<file path="src/rtl/drrip_pkg.sv">
// drrip_pkg: shared constants, codes and types for the DRRIP replacement block.
// No dependencies; used by drrip_ctrl, drrip_dp, drrip_replacement_policy, drrip_checker and tb.
package drrip_pkg;

    localparam int NUM_SETS       = 2048;
    localparam int SET_W          = $clog2(NUM_SETS);
    localparam int SET_PORT_W     = 11;
    localparam int NUM_WAYS       = 16;
    localparam int WAY_W          = 4;
    localparam int RRPV_LIMIT     = 7;
    localparam int RRPV_W         = $clog2(RRPV_LIMIT + 1);
    localparam int ROW_W          = NUM_WAYS * RRPV_W;
    localparam int SELECTOR_LIMIT = 127;
    localparam int SEL_W          = 7;
    localparam int SEL_MID        = SELECTOR_LIMIT / 2;
    localparam int LFSR_W         = 16;
    localparam int ROLE_W         = 2;
    localparam int OP_W           = 2;

    localparam logic [LFSR_W-1:0] LFSR_SEED    = 16'hACE1;
    localparam logic [LFSR_W-1:0] CHANCE_RESET = 16'd6554;

    localparam logic [RRPV_W-1:0] RRPV_TOP      = RRPV_W'(RRPV_LIMIT);
    localparam logic [RRPV_W-1:0] RRPV_DISTANT  = RRPV_W'(RRPV_LIMIT - 1);
    localparam logic [RRPV_W-1:0] RRPV_NEAR     = RRPV_W'(RRPV_LIMIT - 2);
    localparam logic [ROW_W-1:0]  ROW_RESET     = {NUM_WAYS{RRPV_TOP}};

    typedef enum logic [OP_W-1:0] {
        OP_VICTIM = 2'd0,
        OP_UPDATE = 2'd1,
        OP_ROLE   = 2'd2
    } opcode_t;

    typedef enum logic [ROLE_W-1:0] {
        ROLE_FOLLOWER = 2'd0,
        ROLE_SRRIP    = 2'd1,
        ROLE_BRRIP    = 2'd2
    } role_t;

    typedef struct packed {
        logic             capture;
        logic             commit;
        logic             clear_we;
        logic [SET_W-1:0] clear_addr;
    } cmd_t;

endpackage

</file>
<file path="src/rtl/drrip_ctrl.sv">
// drrip_ctrl: sequencer for the DRRIP block (post-reset clear sweep, read, modify-write).
// Depends on drrip_pkg; drives the drrip_dp command struct.
module drrip_ctrl (
    input  logic            clk,
    input  logic            rst_n,
    input  logic            in_valid,
    output logic            in_ready,
    output logic            out_valid,
    input  logic            out_ready,
    output drrip_pkg::cmd_t cmd
);
    import drrip_pkg::*;

    typedef enum logic [1:0] {
        ST_CLEAR,
        ST_IDLE,
        ST_MODIFY
    } state_t;

    state_t           state_reg, state_next;
    logic [SET_W-1:0] clear_cnt_reg, clear_cnt_next;
    logic             out_valid_reg, out_valid_next;
    logic             accept;
    logic             commit;

    assign in_ready = (state_reg == ST_IDLE);
    assign accept   = in_valid && in_ready;
    assign commit   = (state_reg == ST_MODIFY) && (!out_valid_reg || out_ready);

    always_comb
    begin
        state_next     = state_reg;
        clear_cnt_next = clear_cnt_reg;
        out_valid_next = out_valid_reg;
        if (out_ready)
        begin
            out_valid_next = 1'b0;
        end
        case (state_reg)
            ST_CLEAR:
            begin
                clear_cnt_next = clear_cnt_reg + 1'b1;
                if (clear_cnt_reg == SET_W'(NUM_SETS - 1))
                begin
                    state_next = ST_IDLE;
                end
            end
            ST_IDLE:
            begin
                if (accept)
                begin
                    state_next = ST_MODIFY;
                end
            end
            ST_MODIFY:
            begin
                if (commit)
                begin
                    out_valid_next = 1'b1;
                    state_next     = ST_IDLE;
                end
            end
            default:
            begin
                state_next = ST_IDLE;
            end
        endcase
    end

    always_ff @(posedge clk or negedge rst_n)
    begin
        if (!rst_n)
        begin
            state_reg     <= ST_CLEAR;
            clear_cnt_reg <= '0;
            out_valid_reg <= 1'b0;
        end
        else
        begin
            state_reg     <= state_next;
            clear_cnt_reg <= clear_cnt_next;
            out_valid_reg <= out_valid_next;
        end
    end

    assign out_valid      = out_valid_reg;
    assign cmd.capture    = accept;
    assign cmd.commit     = commit;
    assign cmd.clear_we   = (state_reg == ST_CLEAR);
    assign cmd.clear_addr = clear_cnt_reg;

endmodule

</file>
<file path="config.mk">
export PLATFORM = sky130hd
export DESIGN_NAME = drrip_ctrl
export DESIGN_NICKNAME = d
export VERILOG_FILES = /design/src/rtl/drrip_pkg.sv /design/src/rtl/drrip_ctrl.sv
export SDC_FILE = /design/constraint.sdc
export NUM_CORES = 1
export LEC_CHECK = 0
export BUFFER_PORTS_ARGS = -buffer_cell sky130_fd_sc_hd__buf_2
export CORE_UTILIZATION = 40
export CTS_CLUSTER_SIZE = 40
export DETAILED_ROUTE_END_ITERATION = 8
export GPL_ROUTABILITY_DRIVEN = 0
export PLACE_DENSITY = 0.68
export SLEW_MARGIN = 15
export SYNTH_ARGS = -nofsm -noshare
export SYNTH_HDL_FRONTEND = slang
export SYNTH_SLANG_ARGS = --single-unit
</file>
<file path="constraint.sdc">
create_clock -name clk -period 1.65 [get_ports clk]
set_input_delay 0.165 -clock clk [delete_from_list [all_inputs] [get_ports clk]]
set_output_delay 0.165 -clock clk [all_outputs]
set_load 0.02 [all_outputs]
</file>
==> results.sh, run 1 <==
export IMPL_status="finished, final reports clean"
export IMPL_crit_chain="nor2_4 -> buf_2"
export IMPL_fin_util=0.518
export IMPL_drive_gt1_frac=0.342
export IMPL_drtIter0Drc=6
export IMPL_finClkSkew_ns=0.000289
export IMPL_rsz0062_at_grt="false"
export IMPL_grt_max_degree=15
export IMPL_h_tree_depth=1
export IMPL_p_leak_nw=0.394
export IMPL_final_max_slew_viol_count=0
export IMPL_crit_path_start_kind="flop"
export IMPL_grt_usage=0.141
export IMPL_synthArstFlopShare=1.00
export IMPL_ys_warnings_count=0
export IMPL_antenna_found_initial=0
export IMPL_yosys_area_top_type="dfrtp_1"
export IMPL_area_delta_synth_final_pct=20.2
export IMPL_hp_class="in -> reg"
export IMPL_cts_tree="done"
export IMPL_overflow=0
export IMPL_postCtsResizedCells=0
export IMPL_die_h_um=42.5
export IMPL_grt_pass1_wl_um=1900
export IMPL_cpPeakStageDelay_ns=0.46
export IMPL_viasPerCell=5.04
export IMPL_numPortBuffers=19
export IMPL_r2r_start="clear_cnt_reg[1]"
export IMPL_start_util=0.431
export IMPL_end_kind="output port"
export IMPL_synth_most_common_cell="dfrtp_1"
export IMPL_routed_wl_um=1080
export IMPL_fp_dieW_um=42.5
export IMPL_cts_root_buf="clkbuf_4"
export IMPL_ios=20
export IMPL_largest_reg_flops=11
export IMPL_period_needed_ns=1.36
export IMPL_drtPass1Iterations=4
export IMPL_max_freq_ghz=0.736
export IMPL_r2r_end="clear_cnt_reg[10]"
export IMPL_r2r_cells=4
export IMPL_worstPathMaxFanout=10
export IMPL_cp_arrival_ns=1.19
export IMPL_final_antenna_net_count=0
export IMPL_worst_pin_slew_ns=0.311
export IMPL_yosysSeqAreaShare=0.533
export IMPL_nets=83
export IMPL_path_class="reg -> out"
export IMPL_setup_tns_ns=0
export IMPL_num_fill_cells=140
export IMPL_vias=464
export IMPL_dieArea_sq_mm=0.00181
export IMPL_synth_nets=60
export IMPL_finalCritPeriodShare=0.824
export IMPL_syn_inst=55
export IMPL_clkSinkCount=14
export IMPL_regToRegSetupSlack_ns=0.38
export IMPL_endpoint="cmd[11]"
export IMPL_max_cap_viol_count=0
export IMPL_netlist_top_cells_area="dfrtp_1 (53%), xnor2_1 (8.0%), xor2_1 (5.3%), nand4_1 (4.8%), nand4bb_4 (4.2%)"
export IMPL_synthTopCellsByCount="dfrtp_1 (14), xnor2_1 (6), nand4_1 (5)"
export IMPL_hold_violations=0
export IMPL_slowest_stage="dfrtp_1"
export IMPL_startpoint="state_reg[1]"
export IMPL_cts_made_buffers=3
export IMPL_clockBufferDepth=2
export IMPL_syn_area_sq_um=657
export IMPL_wl_per_cell_um=11.8
export IMPL_required_ns=1.48
export IMPL_ys_types=20
export IMPL_synth_ff_type="dfrtp_1"
export IMPL_diodes=0
export IMPL_cts_clk_slew_worst_paths_ns=0.07
export IMPL_max_vdd_ir_drop_v=0.00101
export IMPL_fp_row_count=14
export IMPL_power_density_mw_per_mm2=1760
export IMPL_remaining_drc_errors=0
export IMPL_setup_viol=0
export IMPL_slew_headroom=0.793
export IMPL_ys_ff_latch=14
export IMPL_synth_top_area_frac=0.533
export IMPL_core_area_sq_mm=0.00152
export IMPL_worstSkewPairLatency_ns=0.26
export IMPL_syn_avg_cell_area_sq_um=11.9
export IMPL_grt_pass1_vias=422
export IMPL_dpl_hpwl_um=804
export IMPL_synth_edf_count=0
## repair_timing
item / CTS / global route
endpoints found under the setup margin: 0 / 0
hold buffers: 1 / 0
setup buffers: 0 / 0
endpoints found under the hold margin: 14 / 0
## worst min-delay path by stage
stage                       endpoint  slack [ns]  cells after the start      start
detailed placement  clear_cnt_reg[5]        0.08                      1      rst_n
floorplan           clear_cnt_reg[0]       -0.13                      0      rst_n
CTS                        out_valid        0.18                      3  out_ready
global placement    clear_cnt_reg[5]        0.07                      1      rst_n
finish                     out_valid        0.19                      3  out_ready
global route               out_valid        0.21                      3  out_ready
## power breakdown
part	switching [mW]	internal (mW)	total, mW
registers	0.161	0.453	0.614
clock network	0.0922	0.0841	0.176
logic	0.343	0.254	0.596
total	0.596	0.791	1.39
## stage by stage
step / std cells / area (sq um) / hold WS, ns / setup slack, ns / power [mW]
5_1_grt: 92 / 790 / 0.206 / 0.218 / 1.50
3_5_place_dp: 88 / 757 / 0.0787 / 0.388 / 1.22
3_3_place_gp: 88 / 757 / 0.0720 / 0.416 / 1.21
4_1_cts: 92 / 790 / 0.185 / 0.274 / 1.41
2_1_floorplan: 55 / 657 / -0.131 / 0.280 / 1.05
6_report: 92 / 790 / 0.191 / 0.290 / 1.39
## worst max-delay path, delay by kind of cell (launching register included)
kind / cells / cell delay (ns)
buffers and inverters: 1 / 0.21
AND/OR/NAND/NOR: 1 / 0.26
flip-flops: 1 / 0.46
## layer usage
layer / up-vias / track usage / routed length [um]
met5: - / 0 / 0
li1: 235 / - / -
met4: 0 / 0.0563 / 7
met2: 13 / 0.203 / 499
met3: 2 / 0.0388 / 40
met1: 214 / 0.198 / 536
## layout by cell type, fill, tap and decap left out, types with 2 or more instances in the layout
cell type | synthesis | routed
xnor2_1 | 6 | 6
clkbuf_4 | 0 | 3
buf_2 | 0 | 19
dfrtp_1 | 14 | 14
nor2b_1 | 2 | 2
nand2b_1 | 2 | 2
nor3_1 | 2 | 2
xor2_1 | 4 | 4
nor2_1 | 2 | 2
nand3_1 | 3 | 3
nand2_1 | 4 | 4
nand4_1 | 5 | 5
## layout make-up
| cell class | count | area, sq um | share of cell area |
|---|---|---|---|
| multi-input cells | 39 | 292 | 0.369 |
| flip-flops and latches | 14 | 350 | 0.444 |
| well taps | 16 | 20.0 | 0.0254 |
| clock buffers | 3 | 22.5 | 0.0285 |
| repair buffers | 20 | 105 | 0.133 |
## cells by family (layout without fill, tap and decap cells)
kind of cell | count (synthesis) | in the layout | share of synthesized area
XOR/XNOR | 10 | 10 | 0.133
AO/OA/AOI/OAI | 2 | 2 | 0.0171
buffers and inverters | 2 | 23 | 0.0229
AND/OR/NAND/NOR | 25 | 25 | 0.257
flip-flops | 14 | 14 | 0.533
multiplexers | 1 | 1 | 0.0171
adder cells (fa/ha/maj) | 1 | 1 | 0.0190
Power figures use the tool's default switching activity.
==> run 2, diff against run 1 <==
--- a/config.mk
+++ b/config.mk
@@ -5,12 +5,13 @@
 export SDC_FILE = /design/constraint.sdc
 export NUM_CORES = 1
 export LEC_CHECK = 0
+export ABC_AREA = 1
 export BUFFER_PORTS_ARGS = -buffer_cell sky130_fd_sc_hd__buf_2
 export CORE_UTILIZATION = 40
 export CTS_CLUSTER_SIZE = 40
 export DETAILED_ROUTE_END_ITERATION = 8
 export GPL_ROUTABILITY_DRIVEN = 0
-export PLACE_DENSITY = 0.68
+export PLACE_DENSITY = 0.69
 export SLEW_MARGIN = 15
 export SYNTH_ARGS = -nofsm -noshare
 export SYNTH_HDL_FRONTEND = slang
==> constraint.sdc (replaced) <==
create_clock -name clk -period 1.15 [get_ports clk]
set_input_delay 0.115 -clock clk [delete_from_list [all_inputs] [get_ports clk]]
set_output_delay 0.115 -clock clk [all_outputs]
set_load 0.02 [all_outputs]
==> run 2 against run 1 <==
Compared with the run above: the run now ends with setup timing left; highest routed layer unchanged; via count increased by 52%; wire length grew 92%; cell area increased by 51%; clock power is 96% higher; worst setup slack got worse by 0.49 ns; clock-buffer cell count rose by 1.
==> results.sh, run 2 <==
export IMPL_status="finished with violations"
export IMPL_violations="setup timing"
export IMPL_grt_max_degree=15
export IMPL_slew_headroom=0.795
export IMPL_max_cap_viol_count=0
export IMPL_drtIter0Drc=16
export IMPL_nets=130
export IMPL_crit_top_cell="buf_6"
export IMPL_crit_path_start_kind="flop"
export IMPL_power_internal_mw=1.81
export IMPL_synthArstFlopShare=1.00
export IMPL_required_ns=1.03
export IMPL_final_common_cell="nand2_1"
export IMPL_hold_violations=0
export IMPL_clockPowerShare=0.108
export IMPL_max_vdd_ir_drop_v=0.00145
export IMPL_grt_usage=0.200
export IMPL_worstSkewPairLatency_ns=0.28
export IMPL_dpl_hpwl_um=1160
export IMPL_yosys_area_top_type="dfrtp_1"
export IMPL_cts_tree="done"
export IMPL_slowest_stage="dfrtp_1"
export IMPL_register_area_sq_um=355
export IMPL_synth_top_area_frac=0.487
export IMPL_worstPathMaxFanout=3
export IMPL_drtPass1Iterations=4
export IMPL_drive_gt1_frac=0.589
export IMPL_finalCritPeriodShare=1.17
export IMPL_ys_types=16
export IMPL_pre_cts_ws_ns=-0.0614
export IMPL_setup_ws_ns=-0.196
export IMPL_diodes=0
export IMPL_clockBufferDepth=2
export IMPL_fp_dieW_um=44.4
export IMPL_hp_class="in -> reg"
export IMPL_seq_power_share=0.263
export IMPL_power_density_mw_per_mm2=2690
export IMPL_rsz0062_at_grt="true"
export IMPL_end_kind="output port"
export IMPL_netlist_top_cells_area="dfrtp_1 (49%), nand2_1 (15%), xor2_1 (7.3%), inv_1 (6.8%), nor2_1 (5.2%)"
export IMPL_vias=707
export IMPL_hold_ws_ns=0.0613
export IMPL_fin_area_sq_mm=0.00119
export IMPL_ys_ff_latch=14
export IMPL_start_util=0.451
export IMPL_wl_per_cell_um=14.1
export IMPL_die_h_um=44.4
export IMPL_synthTopCellsByCount="nand2_1 (28), dfrtp_1 (14), inv_1 (13)"
export IMPL_worst_path_dominant_cell_family="flip-flops"
export IMPL_synth_ff_type="dfrtp_1"
export IMPL_num_fill_cells=119
export IMPL_finClkSkew_ns=0.0110
export IMPL_synth_edf_count=0
export IMPL_p_sw_mw=1.40
export IMPL_dieArea_sq_mm=0.00197
export IMPL_syn_inst=87
export IMPL_cts_made_buffers=3
export IMPL_h_tree_depth=1
export IMPL_max_freq_ghz=0.743
export IMPL_cts_clk_slew_worst_paths_ns=0.09
export IMPL_routed_wl_um=2080
export IMPL_syn_avg_cell_area_sq_um=8.27
export IMPL_instances_no_fill=148
export IMPL_core_area_sq_mm=0.00159
export IMPL_cpPeakStageDelay_ns=0.43
export IMPL_ys_warnings_count=0
export IMPL_crit_buf_inv=3
export IMPL_clkSinkCount=14
export IMPL_fin_util=0.748
export IMPL_setup_viol=16
export IMPL_multiInputGateArea_sq_um=420
export IMPL_path_class="reg -> out"
export IMPL_cts_root_buf="clkbuf_4"
export IMPL_fp_row_count=14
export IMPL_grt_pass1_vias=613
export IMPL_viasPerCell=4.78
export IMPL_crit_chain="buf_6 -> nor2_4 -> buf_6 -> buf_6"
export IMPL_antenna_found_initial=0
export IMPL_combPwrFrac=0.630
export IMPL_place_inst=136
export IMPL_cp_arrival_ns=1.23
export IMPL_dpl_cell_area_sq_um=897
export IMPL_final_max_slew_viol_count=0
export IMPL_synth_most_common_cell="nand2_1"
export IMPL_p_leak_nw=0.622
export IMPL_final_antenna_net_count=0
export IMPL_ios=20
export IMPL_synth_nets=92
export IMPL_mostFrequentLayoutCells="nand2_1 (19), buf_6 (17), buf_2 (12)"
export IMPL_period_needed_ns=1.35
export IMPL_worst_pin_slew_ns=0.308
export IMPL_syn_area_sq_um=719
export IMPL_grt_pass1_wl_um=2750
export IMPL_overflow=0
export IMPL_area_delta_synth_final_pct=65.7
export IMPL_yosysSeqAreaShare=0.487
export IMPL_swShare=0.436
export IMPL_numPortBuffers=19
export IMPL_largest_reg_flops=11
export IMPL_remaining_drc_errors=0
==> run 2: cell types whose count changed in the layout (fill, tap and decap cells not counted), moves of 4 or more <==
| cell | before | now |
|---|---|---|
| buf_6 | 0 | 17 |
| nand2_1 | 4 | 19 |
| nand2_2 | 0 | 9 |
| inv_1 | 0 | 8 |
| buf_2 | 19 | 12 |
| nor2_4 | 1 | 7 |
| xnor2_1 | 6 | 0 |
| buf_4 | 0 | 5 |
| dfrtp_1 | 14 | 10 |
| dfrtp_2 | 0 | 4 |
| inv_2 | 0 | 4 |
==> run 2: layer usage <==
| metal | GRT usage | share of wire | vias up |
|---|---|---|---|
| met3 | 0.0490 | 0.042 | 2 |
| met4 | 0.0727 | 0.014 | 0 |
| li1 | - | - | 329 |
| met5 | 0 | 0 | - |
| met1 | 0.259 | 0.39 | 351 |
| met2 | 0.326 | 0.55 | 25 |
==> run 2: final cells by class <==
cell class / instances / share of cell area
clock buffers: 4 / 0.0304
inverters: 13 / 0.0430
multi-input cells: 58 / 0.353
flip-flops and latches: 14 / 0.298
well taps: 24 / 0.0252
repair buffers: 35 / 0.251
==> run 2: power groups by stage <==
stage                     logic (mW)  clock network [mW]  registers, mW
after floorplan                0.535                   0          0.957
after global placement          1.11                   0          0.782
after detailed placement        1.16                   0          0.793
after CTS                       1.31               0.353          0.812
after global routing            2.12               0.374          0.860
final                           2.02               0.345          0.842
==> run 2: path summary, 6_finish.rpt <==
kind                       cells past startpoint               end        startpoint  slack, ns
setup / recovery                               4           cmd[11]      state_reg[1]      -0.20
hold / removal                                 2         out_valid         out_ready       0.06
setup reg to reg                               6  clear_cnt_reg[5]      state_reg[1]      -0.19
hold reg to reg                                1  clear_cnt_reg[5]  clear_cnt_reg[5]       0.52
max in group asynchronous                      2  clear_cnt_reg[5]             rst_n       0.63
min in group asynchronous                      2  clear_cnt_reg[7]             rst_n       0.25
==> run 2: cells by family (layout without fill, tap and decap cells) <==
group / count (synthesis) / in the layout / share of synthesized area
AND/OR/NAND/NOR: 48 / 48 / 0.308
AO/OA/AOI/OAI: 2 / 2 / 0.0139
adder cells (fa/ha/maj): 1 / 1 / 0.0174
XOR/XNOR: 7 / 7 / 0.0852
flip-flops: 14 / 14 / 0.487
buffers and inverters: 15 / 52 / 0.0887
==> run 2: per-stage QoR <==
stage          TNS [ns]  total power, mW
6_report          -1.94             3.21
5_1_grt           -2.55             3.36
3_5_place_dp     -0.133             1.95
3_3_place_gp   -0.00783             1.90
2_1_floorplan    -0.405             1.49
4_1_cts          -0.695             2.47
==> run 2: what timing repair did <==
action / in CTS / in global routing
setup buffers: 1 / 7
resized for setup: 16 / 42
endpoints found under the hold margin: 14 / 0
endpoints found under the setup margin: 10 / 16
pin swaps: 2 / 10
hold buffers: 1 / 0
